<file path="config.mk">
export PLATFORM = sky130hd
export DESIGN_NAME = enveloped_tone_burst_generator_flat
export DESIGN_NICKNAME = d
export VERILOG_FILES = /design/src/rtl/etbg_pkg.sv /design/src/rtl/etbg_if.sv /design/src/rtl/enveloped_tone_burst_generator.sv /design/src/flat_wrapper.sv
export SDC_FILE = /design/constraint.sdc
export NUM_CORES = 1
export LEC_CHECK = 0
export ABC_AREA = 1
export BUFFER_PORTS_ARGS = -buffer_cell sky130_fd_sc_hd__buf_4
export CORE_AREA = 2 2 311 313
export DETAILED_ROUTE_END_ITERATION = 6
export DIE_AREA = 0 0 313 315
export MAX_ROUTING_LAYER = met4
export PLACE_DENSITY_LB_ADDON = 0.2
export SLEW_MARGIN = 5
export SYNTH_ARGS = -nofsm -noshare
export SYNTH_HDL_FRONTEND = slang
export SYNTH_SLANG_ARGS = --single-unit
</file>
<file path="constraint.sdc">
create_clock -name clk -period 13.7 [get_ports clk]
set_clock_uncertainty 0.2 [all_clocks]
set_input_delay 2.74 -clock clk [delete_from_list [all_inputs] [get_ports clk]]
set_output_delay 2.74 -clock clk [all_outputs]
set_load 0.01 [all_outputs]
</file>
<file path="src/rtl/etbg_pkg.sv">
// Shared types and constants for the enveloped tone burst generator.
`timescale 1ns / 1ps
`default_nettype none

package etbg_pkg;

    localparam int DEFAULT_SINE_TABLE_DEPTH = 256;
    localparam int DEFAULT_SAMPLE_WIDTH     = 16;

    localparam int CFG_INDEX_W = 3;
    localparam int CFG_DATA_W  = 32;

    // Register indexes on the configuration port
    localparam logic [CFG_INDEX_W-1:0] REG_PHASE_STEP   = 3'd0;
    localparam logic [CFG_INDEX_W-1:0] REG_AMPLITUDE    = 3'd1;
    localparam logic [CFG_INDEX_W-1:0] REG_BEEP_SAMPLES = 3'd2;
    localparam logic [CFG_INDEX_W-1:0] REG_GAP_SAMPLES  = 3'd3;
    localparam logic [CFG_INDEX_W-1:0] REG_TAIL_SAMPLES = 3'd4;
    localparam logic [CFG_INDEX_W-1:0] REG_BEEP_COUNT   = 3'd5;
    localparam logic [CFG_INDEX_W-1:0] REG_RAMP_SAMPLES = 3'd6;
    localparam logic [CFG_INDEX_W-1:0] REG_RAMP_STEP    = 3'd7;

    localparam int PHASE_W = 32;
    localparam int AMP_W   = 15;
    localparam int LEN_W   = 16;
    localparam int COUNT_W = 4;
    localparam int RAMP_W  = 12;
    localparam int STEP_W  = 16;
    localparam int ENV_W   = 17;

    localparam logic [PHASE_W-1:0] RST_PHASE_STEP   = 32'd85704563;
    localparam logic [AMP_W-1:0]   RST_AMPLITUDE    = 15'd11469;
    localparam logic [LEN_W-1:0]   RST_BEEP_SAMPLES = 16'd7938;
    localparam logic [LEN_W-1:0]   RST_GAP_SAMPLES  = 16'd6174;
    localparam logic [LEN_W-1:0]   RST_TAIL_SAMPLES = 16'd39690;
    localparam logic [COUNT_W-1:0] RST_BEEP_COUNT   = 4'd2;
    localparam logic [RAMP_W-1:0]  RST_RAMP_SAMPLES = 12'd264;
    localparam logic [STEP_W-1:0]  RST_RAMP_STEP    = 16'd248;

    // Unity gain of the Q1.16 envelope
    localparam logic [ENV_W-1:0] ENV_UNITY = 17'd65536;

    // pi/2 in Q30, seed of the sine series
    localparam logic [63:0] HALF_PI_Q30 = 64'd1686629713;

    typedef enum logic [1:0] {
        SEG_BEEP = 2'd0,
        SEG_GAP  = 2'd1,
        SEG_TAIL = 2'd2
    } seg_t;

endpackage

`default_nettype wire

</file>
<file path="src/rtl/etbg_if.sv">
// Valid/ready channel interfaces for the tone burst generator.
`timescale 1ns / 1ps
`default_nettype none

interface etbg_in_if;
    logic valid;
    logic ready;
    logic restart;

    modport source (output valid, output restart, input ready);
    modport sink   (input valid, input restart, output ready);
endinterface

interface etbg_out_if #(
    parameter int SAMPLE_WIDTH = etbg_pkg::DEFAULT_SAMPLE_WIDTH
);
    logic                     valid;
    logic                     ready;
    logic signed [SAMPLE_WIDTH-1:0] sample;
    etbg_pkg::seg_t           segment_kind;
    logic                     pattern_end;

    modport source (output valid, output sample, output segment_kind, output pattern_end,
                    input ready);
    modport sink   (input valid, input sample, input segment_kind, input pattern_end,
                    output ready);
endinterface

`default_nettype wire

</file>
<file path="src/rtl/enveloped_tone_burst_generator.sv">
// Looping beep pattern generator: enveloped sine bursts, one PCM sample per beat.
// Use: each beat on tick asks for the next sample of the pattern; restart set
// in that beat jumps back to the first beep, sample zero, phase zero, before
// the sample is made. Each tick beat yields exactly one beat on audio: the
// sample, its segment kind (beep, gap, tail) and a flag on the last sample of
// the pattern. The user writes registers on cfg_write/cfg_index/cfg_data only
// while no sample is in flight; the block itself does not enforce this.
// Path: the tick beat passes through the fetch, load-A, multiply-A, load-B,
// multiply-B and finish states into the output register, and tick is not
// taken again until then. The radix-4 serial multiplier takes nine steps for
// sine times amplitude and nine more for that product times the envelope.
// tick is taken again once the state machine is back in idle, even while a result
// still waits in the output register; if the receiver stalls, the finished
// sample holds in the datapath until that register drains.
// Reset loads the default register set and restarts the pattern at the first
// beep.
`timescale 1ns / 1ps
`default_nettype none

module enveloped_tone_burst_generator #(
    parameter int SINE_TABLE_DEPTH = etbg_pkg::DEFAULT_SINE_TABLE_DEPTH,
    parameter int SAMPLE_WIDTH     = etbg_pkg::DEFAULT_SAMPLE_WIDTH
) (
    input  wire logic                            clk,
    input  wire logic                            rst_n,
    etbg_in_if.sink                              tick,
    etbg_out_if.source                           audio,
    input  wire logic                            cfg_write,
    input  wire logic [etbg_pkg::CFG_INDEX_W-1:0] cfg_index,
    input  wire logic [etbg_pkg::CFG_DATA_W-1:0]  cfg_data
);

    localparam int QUARTER_LEN = SINE_TABLE_DEPTH / 4;
    localparam int QW          = $clog2(QUARTER_LEN);
    localparam int IDX_W       = QW + 2;
    localparam int MAG_W       = 15;
    localparam int MC_W        = 30;
    localparam int HI_W        = 32;
    localparam int LO_W        = 18;
    localparam int PROD_W      = HI_W + LO_W;
    localparam int MUL_STEPS   = LO_W / 2;
    localparam int STEP_CNT_W  = $clog2(MUL_STEPS);
    localparam int SHIFT       = 47 - SAMPLE_WIDTH;
    localparam int ENV_PROD_W  = etbg_pkg::RAMP_W + etbg_pkg::STEP_W;
    localparam logic [SAMPLE_WIDTH-1:0] LIMIT = {1'b0, {(SAMPLE_WIDTH-1){1'b1}}};

    // Quarter-wave sine magnitude, Q0.15, from a Q30 Taylor series
    function automatic logic [(QUARTER_LEN+1)*MAG_W-1:0] build_quarter_sine();
        logic [(QUARTER_LEN+1)*MAG_W-1:0] tbl;
        logic [63:0] x;
        logic [63:0] x2;
        logic [63:0] term;
        logic [63:0] entry;
        longint      sum;
        tbl = '0;
        for (int k = 0; k <= QUARTER_LEN; k++)
        begin
            x    = (etbg_pkg::HALF_PI_Q30 * 64'(k)) / 64'(QUARTER_LEN);
            x2   = (x * x) >> 30;
            term = x;
            sum  = longint'(x);
            for (int n = 1; n <= 7; n++)
            begin
                term = ((term * x2) >> 30) / 64'((2 * n) * (2 * n + 1));
                if ((n % 2) == 1)
                    sum = sum - longint'(term);
                else
                    sum = sum + longint'(term);
            end
            if (sum < 0)
                sum = 0;
            entry = (64'(sum) * 64'd32767 + (64'd1 << 29)) >> 30;
            tbl[k*MAG_W +: MAG_W] = entry[MAG_W-1:0];
        end
        return tbl;
    endfunction

    localparam logic [(QUARTER_LEN+1)*MAG_W-1:0] QSINE = build_quarter_sine();

    typedef enum logic [2:0] {
        ST_IDLE,
        ST_FETCH,
        ST_LOAD_A,
        ST_MUL_A,
        ST_LOAD_B,
        ST_MUL_B,
        ST_FINISH
    } state_t;

    typedef enum logic [1:0] {
        ENV_RAMP,
        ENV_FLAT,
        ENV_MUTE
    } env_mode_t;

    // Configuration registers
    logic [etbg_pkg::PHASE_W-1:0] phase_step_reg;
    logic [etbg_pkg::AMP_W-1:0]   amplitude_reg;
    logic [etbg_pkg::LEN_W-1:0]   beep_samples_reg;
    logic [etbg_pkg::LEN_W-1:0]   gap_samples_reg;
    logic [etbg_pkg::LEN_W-1:0]   tail_samples_reg;
    logic [etbg_pkg::COUNT_W-1:0] beep_count_reg;
    logic [etbg_pkg::RAMP_W-1:0]  ramp_samples_reg;
    logic [etbg_pkg::STEP_W-1:0]  ramp_step_reg;

    always_ff @(posedge clk or negedge rst_n)
    begin
        if (!rst_n)
        begin
            phase_step_reg   <= etbg_pkg::RST_PHASE_STEP;
            amplitude_reg    <= etbg_pkg::RST_AMPLITUDE;
            beep_samples_reg <= etbg_pkg::RST_BEEP_SAMPLES;
            gap_samples_reg  <= etbg_pkg::RST_GAP_SAMPLES;
            tail_samples_reg <= etbg_pkg::RST_TAIL_SAMPLES;
            beep_count_reg   <= etbg_pkg::RST_BEEP_COUNT;
            ramp_samples_reg <= etbg_pkg::RST_RAMP_SAMPLES;
            ramp_step_reg    <= etbg_pkg::RST_RAMP_STEP;
        end
        else if (cfg_write)
        begin
            case (cfg_index)
                etbg_pkg::REG_PHASE_STEP:   phase_step_reg   <= cfg_data;
                etbg_pkg::REG_AMPLITUDE:    amplitude_reg    <= cfg_data[etbg_pkg::AMP_W-1:0];
                etbg_pkg::REG_BEEP_SAMPLES: beep_samples_reg <= cfg_data[etbg_pkg::LEN_W-1:0];
                etbg_pkg::REG_GAP_SAMPLES:  gap_samples_reg  <= cfg_data[etbg_pkg::LEN_W-1:0];
                etbg_pkg::REG_TAIL_SAMPLES: tail_samples_reg <= cfg_data[etbg_pkg::LEN_W-1:0];
                etbg_pkg::REG_BEEP_COUNT:   beep_count_reg   <= cfg_data[etbg_pkg::COUNT_W-1:0];
                etbg_pkg::REG_RAMP_SAMPLES: ramp_samples_reg <= cfg_data[etbg_pkg::RAMP_W-1:0];
                etbg_pkg::REG_RAMP_STEP:    ramp_step_reg    <= cfg_data[etbg_pkg::STEP_W-1:0];
                default:                    ramp_step_reg    <= ramp_step_reg;
            endcase
        end
    end

    // Pattern position and sample datapath
    state_t                        state_reg, state_next;
    etbg_pkg::seg_t                segment_reg, segment_next;
    logic [etbg_pkg::COUNT_W-1:0]  beep_index_reg, beep_index_next;
    logic [etbg_pkg::LEN_W-1:0]    pos_reg, pos_next;
    logic [etbg_pkg::PHASE_W-1:0]  phase_reg, phase_next;

    etbg_pkg::seg_t                kind_reg, kind_next;
    logic                          end_reg, end_next;
    logic [IDX_W-1:0]              idx_reg, idx_next;
    env_mode_t                     env_mode_reg, env_mode_next;
    logic [etbg_pkg::RAMP_W-1:0]   ramp_n_reg, ramp_n_next;
    logic [MAG_W-1:0]              mag_reg, mag_next;
    logic                          neg_reg, neg_next;
    logic [etbg_pkg::ENV_W-1:0]    env_reg, env_next;
    logic [MC_W-1:0]               mcand_reg, mcand_next;
    logic [HI_W-1:0]               mcand3_reg, mcand3_next;
    logic [HI_W-1:0]               hi_reg, hi_next;
    logic [LO_W-1:0]               lo_reg, lo_next;
    logic [STEP_CNT_W-1:0]         step_reg, step_next;

    logic                          out_valid_reg, out_valid_next;
    logic [SAMPLE_WIDTH-1:0]       out_sample_reg, out_sample_next;
    etbg_pkg::seg_t                out_kind_reg, out_kind_next;
    logic                          out_end_reg, out_end_next;

    // Combinational helpers
    logic                          accept;
    etbg_pkg::seg_t                cur_seg;
    logic [etbg_pkg::COUNT_W-1:0]  cur_bi;
    logic [etbg_pkg::LEN_W-1:0]    cur_pos;
    logic [etbg_pkg::PHASE_W-1:0]  cur_phase;
    logic [etbg_pkg::LEN_W-1:0]    beep_len;
    logic [etbg_pkg::COUNT_W-1:0]  count_eff;
    logic [etbg_pkg::LEN_W-1:0]    seg_len;
    logic [etbg_pkg::LEN_W:0]      pos_inc;
    logic                          seg_done;
    logic [etbg_pkg::COUNT_W:0]    bi_inc;
    etbg_pkg::seg_t                adv_seg;
    logic [etbg_pkg::COUNT_W-1:0]  adv_bi;
    logic                          adv_wrap;
    etbg_pkg::seg_t                gap_seg;
    logic [etbg_pkg::COUNT_W-1:0]  gap_bi;
    logic                          gap_wrap;
    logic [etbg_pkg::LEN_W-1:0]    tail_dist;
    logic [QW:0]                   tbl_index;
    logic [ENV_PROD_W-1:0]         env_prod;
    logic [HI_W-1:0]               addend;
    logic [HI_W-1:0]               acc_sum;
    logic [MC_W-1:0]               prod_a;
    logic [PROD_W-1:0]             prod_b;
    logic [PROD_W-1:0]             scaled;
    logic [SAMPLE_WIDTH-1:0]       clamped;
    logic                          out_free;

    assign accept     = tick.valid && tick.ready;
    assign tick.ready = (state_reg == ST_IDLE);
    assign out_free   = !out_valid_reg || audio.ready;

    assign audio.valid        = out_valid_reg;
    assign audio.sample       = out_sample_reg;
    assign audio.segment_kind = out_kind_reg;
    assign audio.pattern_end  = out_end_reg;

    // Current position, with restart applied
    always_comb
    begin
        cur_seg   = tick.restart ? etbg_pkg::SEG_BEEP : segment_reg;
        cur_bi    = tick.restart ? '0 : beep_index_reg;
        cur_pos   = tick.restart ? '0 : pos_reg;
        cur_phase = tick.restart ? '0 : phase_reg;

        beep_len  = (beep_samples_reg == '0) ? etbg_pkg::LEN_W'(1) : beep_samples_reg;
        count_eff = (beep_count_reg == '0) ? etbg_pkg::COUNT_W'(1) : beep_count_reg;

        case (cur_seg)
            etbg_pkg::SEG_BEEP: seg_len = beep_len;
            etbg_pkg::SEG_GAP:  seg_len = gap_samples_reg;
            default:            seg_len = tail_samples_reg;
        endcase

        pos_inc  = {1'b0, cur_pos} + 17'd1;
        seg_done = (pos_inc >= {1'b0, seg_len});
        bi_inc   = {1'b0, cur_bi} + 5'd1;

        // Leaving a gap: next beep, else the tail, else wrap (empty tail skipped)
        if (bi_inc < {1'b0, count_eff})
        begin
            gap_seg  = etbg_pkg::SEG_BEEP;
            gap_bi   = bi_inc[etbg_pkg::COUNT_W-1:0];
            gap_wrap = 1'b0;
        end
        else if (tail_samples_reg != '0)
        begin
            gap_seg  = etbg_pkg::SEG_TAIL;
            gap_bi   = cur_bi;
            gap_wrap = 1'b0;
        end
        else
        begin
            gap_seg  = etbg_pkg::SEG_BEEP;
            gap_bi   = '0;
            gap_wrap = 1'b1;
        end

        case (cur_seg)
            etbg_pkg::SEG_BEEP:
            begin
                if (gap_samples_reg != '0)
                begin
                    adv_seg  = etbg_pkg::SEG_GAP;
                    adv_bi   = cur_bi;
                    adv_wrap = 1'b0;
                end
                else
                begin
                    adv_seg  = gap_seg;
                    adv_bi   = gap_bi;
                    adv_wrap = gap_wrap;
                end
            end
            etbg_pkg::SEG_GAP:
            begin
                adv_seg  = gap_seg;
                adv_bi   = gap_bi;
                adv_wrap = gap_wrap;
            end
            default:
            begin
                adv_seg  = etbg_pkg::SEG_BEEP;
                adv_bi   = '0;
                adv_wrap = 1'b1;
            end
        endcase

        tail_dist = beep_len - cur_pos;
    end

    // Radix-4 serial multiplier step and result shaping
    always_comb
    begin
        case (lo_reg[1:0])
            2'd0:    addend = '0;
            2'd1:    addend = {2'b00, mcand_reg};
            2'd2:    addend = {1'b0, mcand_reg, 1'b0};
            2'd3:    addend = mcand3_reg;
            default: addend = '0;
        endcase
        acc_sum = hi_reg + addend;

        prod_a  = {hi_reg[MC_W-LO_W-1:0], lo_reg};
        prod_b  = {hi_reg, lo_reg};
        scaled  = prod_b >> SHIFT;
        clamped = (scaled > PROD_W'(LIMIT)) ? LIMIT : scaled[SAMPLE_WIDTH-1:0];

        tbl_index = idx_reg[QW] ? ((QW+1)'(QUARTER_LEN) - {1'b0, idx_reg[QW-1:0]})
                                : {1'b0, idx_reg[QW-1:0]};
        env_prod  = ramp_n_reg * ramp_step_reg;
    end

    always_comb
    begin
        state_next      = state_reg;
        segment_next    = segment_reg;
        beep_index_next = beep_index_reg;
        pos_next        = pos_reg;
        phase_next      = phase_reg;
        kind_next       = kind_reg;
        end_next        = end_reg;
        idx_next        = idx_reg;
        env_mode_next   = env_mode_reg;
        ramp_n_next     = ramp_n_reg;
        mag_next        = mag_reg;
        neg_next        = neg_reg;
        env_next        = env_reg;
        mcand_next      = mcand_reg;
        mcand3_next     = mcand3_reg;
        hi_next         = hi_reg;
        lo_next         = lo_reg;
        step_next       = step_reg;
        out_valid_next  = out_valid_reg;
        out_sample_next = out_sample_reg;
        out_kind_next   = out_kind_reg;
        out_end_next    = out_end_reg;

        if (audio.ready)
            out_valid_next = 1'b0;

        case (state_reg)
            ST_IDLE:
            begin
                if (accept)
                begin
                    kind_next = cur_seg;
                    end_next  = seg_done && adv_wrap;
                    idx_next  = cur_phase[etbg_pkg::PHASE_W-1 -: IDX_W];

                    // Pick the envelope region for this position
                    if (cur_pos < {4'b0, ramp_samples_reg})
                    begin
                        env_mode_next = ENV_RAMP;
                        ramp_n_next   = cur_pos[etbg_pkg::RAMP_W-1:0];
                    end
                    else if (({1'b0, cur_pos} + {5'b0, ramp_samples_reg}) > {1'b0, beep_len})
                    begin
                        env_mode_next = (cur_pos >= beep_len) ? ENV_MUTE : ENV_RAMP;
                        ramp_n_next   = tail_dist[etbg_pkg::RAMP_W-1:0];
                    end
                    else
                    begin
                        env_mode_next = ENV_FLAT;
                    end

                    if (seg_done)
                    begin
                        segment_next    = adv_seg;
                        beep_index_next = adv_bi;
                        pos_next        = '0;
                        phase_next      = '0;
                    end
                    else
                    begin
                        segment_next    = cur_seg;
                        beep_index_next = cur_bi;
                        pos_next        = pos_inc[etbg_pkg::LEN_W-1:0];
                        phase_next      = cur_phase + phase_step_reg;
                    end
                    state_next = ST_FETCH;
                end
            end

            ST_FETCH:
            begin
                mag_next = (kind_reg == etbg_pkg::SEG_BEEP) ? QSINE[tbl_index*MAG_W +: MAG_W]
                                                            : '0;
                neg_next = idx_reg[QW+1];
                case (env_mode_reg)
                    ENV_RAMP:
                        env_next = (env_prod > ENV_PROD_W'(etbg_pkg::ENV_UNITY))
                                 ? etbg_pkg::ENV_UNITY : env_prod[etbg_pkg::ENV_W-1:0];
                    ENV_FLAT: env_next = etbg_pkg::ENV_UNITY;
                    default:  env_next = '0;
                endcase
                state_next = ST_LOAD_A;
            end

            ST_LOAD_A:
            begin
                mcand_next  = {{(MC_W-MAG_W){1'b0}}, mag_reg};
                mcand3_next = {{(HI_W-MAG_W){1'b0}}, mag_reg}
                            + {{(HI_W-MAG_W-1){1'b0}}, mag_reg, 1'b0};
                hi_next     = '0;
                lo_next     = {{(LO_W-etbg_pkg::AMP_W){1'b0}}, amplitude_reg};
                step_next   = '0;
                state_next  = ST_MUL_A;
            end

            ST_MUL_A, ST_MUL_B:
            begin
                // Add one digit's multiple at the top, shift the pair right by a digit
                hi_next   = {2'b00, acc_sum[HI_W-1:2]};
                lo_next   = {acc_sum[1:0], lo_reg[LO_W-1:2]};
                step_next = step_reg + STEP_CNT_W'(1);
                if (step_reg == STEP_CNT_W'(MUL_STEPS - 1))
                    state_next = (state_reg == ST_MUL_A) ? ST_LOAD_B : ST_FINISH;
            end

            ST_LOAD_B:
            begin
                mcand_next  = prod_a;
                mcand3_next = {2'b00, prod_a} + {1'b0, prod_a, 1'b0};
                hi_next     = '0;
                lo_next     = {{(LO_W-etbg_pkg::ENV_W){1'b0}}, env_reg};
                step_next   = '0;
                state_next  = ST_MUL_B;
            end

            ST_FINISH:
            begin
                // Hold the finished sample until the output register drains
                if (out_free)
                begin
                    out_valid_next  = 1'b1;
                    out_sample_next = neg_reg ? (~clamped + SAMPLE_WIDTH'(1)) : clamped;
                    out_kind_next   = kind_reg;
                    out_end_next    = end_reg;
                    state_next      = ST_IDLE;
                end
            end

            default:
            begin
                state_next = ST_IDLE;
            end
        endcase
    end

    always_ff @(posedge clk or negedge rst_n)
    begin
        if (!rst_n)
        begin
            state_reg      <= ST_IDLE;
            segment_reg    <= etbg_pkg::SEG_BEEP;
            beep_index_reg <= '0;
            pos_reg        <= '0;
            phase_reg      <= '0;
            out_valid_reg  <= 1'b0;
        end
        else
        begin
            state_reg      <= state_next;
            segment_reg    <= segment_next;
            beep_index_reg <= beep_index_next;
            pos_reg        <= pos_next;
            phase_reg      <= phase_next;
            out_valid_reg  <= out_valid_next;
        end
    end

    always_ff @(posedge clk)
    begin
        kind_reg       <= kind_next;
        end_reg        <= end_next;
        idx_reg        <= idx_next;
        env_mode_reg   <= env_mode_next;
        ramp_n_reg     <= ramp_n_next;
        mag_reg        <= mag_next;
        neg_reg        <= neg_next;
        env_reg        <= env_next;
        mcand_reg      <= mcand_next;
        mcand3_reg     <= mcand3_next;
        hi_reg         <= hi_next;
        lo_reg         <= lo_next;
        step_reg       <= step_next;
        out_sample_reg <= out_sample_next;
        out_kind_reg   <= out_kind_next;
        out_end_reg    <= out_end_next;
    end

endmodule

`default_nettype wire

</file>
<file path="src/flat_wrapper.sv">
// flat-port wrapper written by rule: the top's interface ports become plain ports
module enveloped_tone_burst_generator_flat 
#(
    parameter int SINE_TABLE_DEPTH = etbg_pkg::DEFAULT_SINE_TABLE_DEPTH,
    parameter int SAMPLE_WIDTH     = etbg_pkg::DEFAULT_SAMPLE_WIDTH
)
  (clk, rst_n, cfg_write, cfg_index, cfg_data, tick_valid, tick_restart, tick_ready, audio_valid, audio_sample, audio_segment_kind, audio_pattern_end, audio_ready);
  etbg_in_if tick_i ();
  etbg_out_if #(.SAMPLE_WIDTH(SAMPLE_WIDTH)) audio_i ();
  input  wire logic clk;
  input  wire logic rst_n;
  input  wire logic cfg_write;
  input  wire logic [etbg_pkg::CFG_INDEX_W-1:0] cfg_index;
  input  wire logic [etbg_pkg::CFG_DATA_W-1:0] cfg_data;
  input wire logic [$bits(tick_i.valid)-1:0] tick_valid;
  input wire logic [$bits(tick_i.restart)-1:0] tick_restart;
  output wire logic [$bits(tick_i.ready)-1:0] tick_ready;
  output wire logic [$bits(audio_i.valid)-1:0] audio_valid;
  output wire logic [$bits(audio_i.sample)-1:0] audio_sample;
  output wire logic [$bits(audio_i.segment_kind)-1:0] audio_segment_kind;
  output wire logic [$bits(audio_i.pattern_end)-1:0] audio_pattern_end;
  input wire logic [$bits(audio_i.ready)-1:0] audio_ready;
  assign tick_i.valid = tick_valid;
  assign tick_i.restart = tick_restart;
  assign tick_ready = tick_i.ready;
  assign audio_valid = audio_i.valid;
  assign audio_sample = audio_i.sample;
  assign audio_segment_kind = audio_i.segment_kind;
  assign audio_pattern_end = audio_i.pattern_end;
  assign audio_i.ready = audio_ready;
  enveloped_tone_burst_generator #(.SINE_TABLE_DEPTH(SINE_TABLE_DEPTH), .SAMPLE_WIDTH(SAMPLE_WIDTH)) u_core (.clk(clk), .rst_n(rst_n), .tick(tick_i), .audio(audio_i), .cfg_write(cfg_write), .cfg_index(cfg_index), .cfg_data(cfg_data));
endmodule
</file>
==> metrics.cfg <==
[run_status]
status=finished clean

[clock_tree]
cts_buffers=46
cts_sinks=375
cts_tree=done
cts_resized=0
clk_pin_slew_ps=50
ctsHoldBuffers=0
clockRootBuffer=clkbuf_16
cts.path.max_buffers=3
clk_latency_ps=610
htreeDepth=2
cts_setup_buffers=0

[synth]
synth_most_common_cell=nand2_1
ys_ff_latch=375
synth_nets=4886
ys_seq_area_share_pct=31.5
ys_types=58
synth_edf_count=190
async_flop_share_pct=49.3
synthCells=4419
yosysTopAreaCell=edfxtp_1
synth_area_mm2=0.0330
ys_top_cells_by_area=edfxtp_1 (17%), nand2_1 (13%), ha_1 (11%), dfrtp_1 (10%), fa_1 (8.8%)
ys.flop_type=edfxtp_1
synth_top_area_share_pct=17.3
yosys_warnings=0
synth.avg_cell_area_um2=7.48
synth_common_cells=nand2_1 (1162), inv_1 (735), nor2_1 (356)

[detailed_routing]
wl_um=97000
avgViaCountPerCell=4.93
firstDrtPassIters=6
vias=28100
route.detailed.drc=0
ant_nets=0
drt-wirelength-per-cell_um=17.0
drtIter0Drc=1673

[floorplan]
fp-row-count=114
start_util_pct=34.5
die_y_um=315
die_area_mm2=0.0986
ios=62
coreArea_mm2=0.0957
die_w_um=313

[sta]
grt_setup_unrepaired=no
tns_ps=0
worstMarginPinSlew_ps=1060
clock.fmax_mhz=144
setup_viol=0
relSlewSlack_pct=29.1
slew_violations=0
post-route-min-period_ps=6950
finalHoldViolCount=0
finalCritPeriodShare_pct=50.8

[worst_setup_path]
reg2reg_depth=23
crit_chain=buf_4 -> inv_2 -> nand2_1 -> inv_1 -> nor2_1 -> nand2_1 -> o221ai_1 -> ha_1 -> nand2_1 -> inv_1 -> o21ai_0 -> a21oi_1 -> nor2_1 -> nor2_1 -> nor2_4 -> nand3_4 -> nor2_4 -> buf_4 -> nand2_1 -> o21ai_1
cpMostUsedCell=nand2_1
worstPathMaxFanout=48
crit_cells=20
rrSetupSlack_ps=6950
critPathKind=in2reg
crit_path_end=u_core.phase_reg[17]
timing.rr.start=u_core.ramp_n_reg[11]
r2r_end=u_core.env_reg[1]
cpMaxStageDelayCell=nor2_1
cp_data_required_time_ps=14020
crit_buf_inv=5
worst_setup_path_start_kind=primary input
critPathCaptureType=flip-flop
crit_start=tick_restart
cp_top_family=simple AND/OR/NAND/NOR gates
cp.arrival_ps=7270
cpPeakStageDelay_ps=810

[placement]
dp_cells=5631
dp_hpwl_um=74400
place.port_buffers=61
gp_congestion=0.910

[global_routing]
grt_pass1_vias=28100
grt_antenna_before_repair=6
overflow=0
grt_max_degree=85
track_usage_pct=20.4
grt_pass1_wl_um=155000

[run]
max-cap-violations=0

[final_layout]
final_cells=5714
num_antenna_cells=0
drive_gt1_share_pct=5.97
areaGrowthSynthToFinish_pct=9.65
nNetsFinal=4870

[worst_hold_path]
hp-class=reg2reg

==> layer usage <==
metal / up-vias / part of all wire (%) / global-route usage [%]
li1: 14200 / - / -
met1: 13300 / 46 / 26.6
met2: 514 / 47 / 33.4
met3: 150 / 4.3 / 2.46
met4: 0 / 2.8 / 5.72
met5: - / 0 / -
==> how the worst min path moves through the flow <==
stage                     slack, ps           start                       end  depth (start not counted)
after floorplan                 200  u_core.end_reg  u_core.audio.pattern_end                          0
after global placement          200  u_core.end_reg  u_core.audio.pattern_end                          0
after CTS                       230  u_core.end_reg  u_core.audio.pattern_end                          0
final                           220  u_core.end_reg  u_core.audio.pattern_end                          0
after global routing            240  u_core.end_reg  u_core.audio.pattern_end                          0
after detailed placement        210  u_core.end_reg  u_core.audio.pattern_end                          0
==> cells by family (layout without fill, tap and decap cells) <==
group                    count (synthesis)  after routing  synth area share (%)
AND/OR/NAND/NOR                       1859           1859                  23.2
AO/OA/AOI/OAI                          772            772                  12.8
multiplexers                            17             17                 0.576
adder cells (fa/ha/maj)                426            426                  19.4
flip-flops                             375            375                  31.5
buffers and inverters                  884            903                  10.2
XOR/XNOR                                86             86                  2.30
==> cell type report <==
class	count	area (um2)
Clock buffer	65	1340
Clock inverter	18	198
Fill cell	10100	59500
Inverter	742	2790
Multi-Input combinational cell	3160	19300
Sequential cell	375	10400
Tap cell	1276	1600
Timing Repair Buffer	78	592
==> cell usage in the layout (no fill, tap or decap), types with 11 or more instances in the layout <==
master	instances
edfxtp_1	190
dfstp_2	53
ha_1	279
nor2_1	351
dfrtp_1	132
nor3_1	28
inv_1	735
nor2_4	11
mux2_2	16
xnor2_1	23
o221ai_1	13
clkbuf_16	49
clkbuf_1	11
buf_4	77
nand3b_1	11
o21ai_0	332
o211ai_1	30
fa_1	146
o21ai_1	13
nand3_1	200
nand4_1	43
nand2_1	1161
a21o_1	17
a31oi_1	21
xor2_1	62
a21oi_1	282
nor4_1	15
==> metrics by stage <==
stage / hold slack, ps / util [%] / worst slack (ps) / instance area [um2]
after global placement: 203 / 36.2 / 6210 / 34700
after detailed placement: 206 / 36.2 / 6080 / 34700
after floorplan: 200 / - / 6290 / 33000
final: 225 / 37.9 / 6750 / 36200
after global routing: 244 / 37.9 / 6350 / 36200
after CTS: 226 / 37.9 / 6710 / 36200
Power is not shown: default switching activity piles up to over one toggle a cycle in this logic, so the estimate is an artifact.
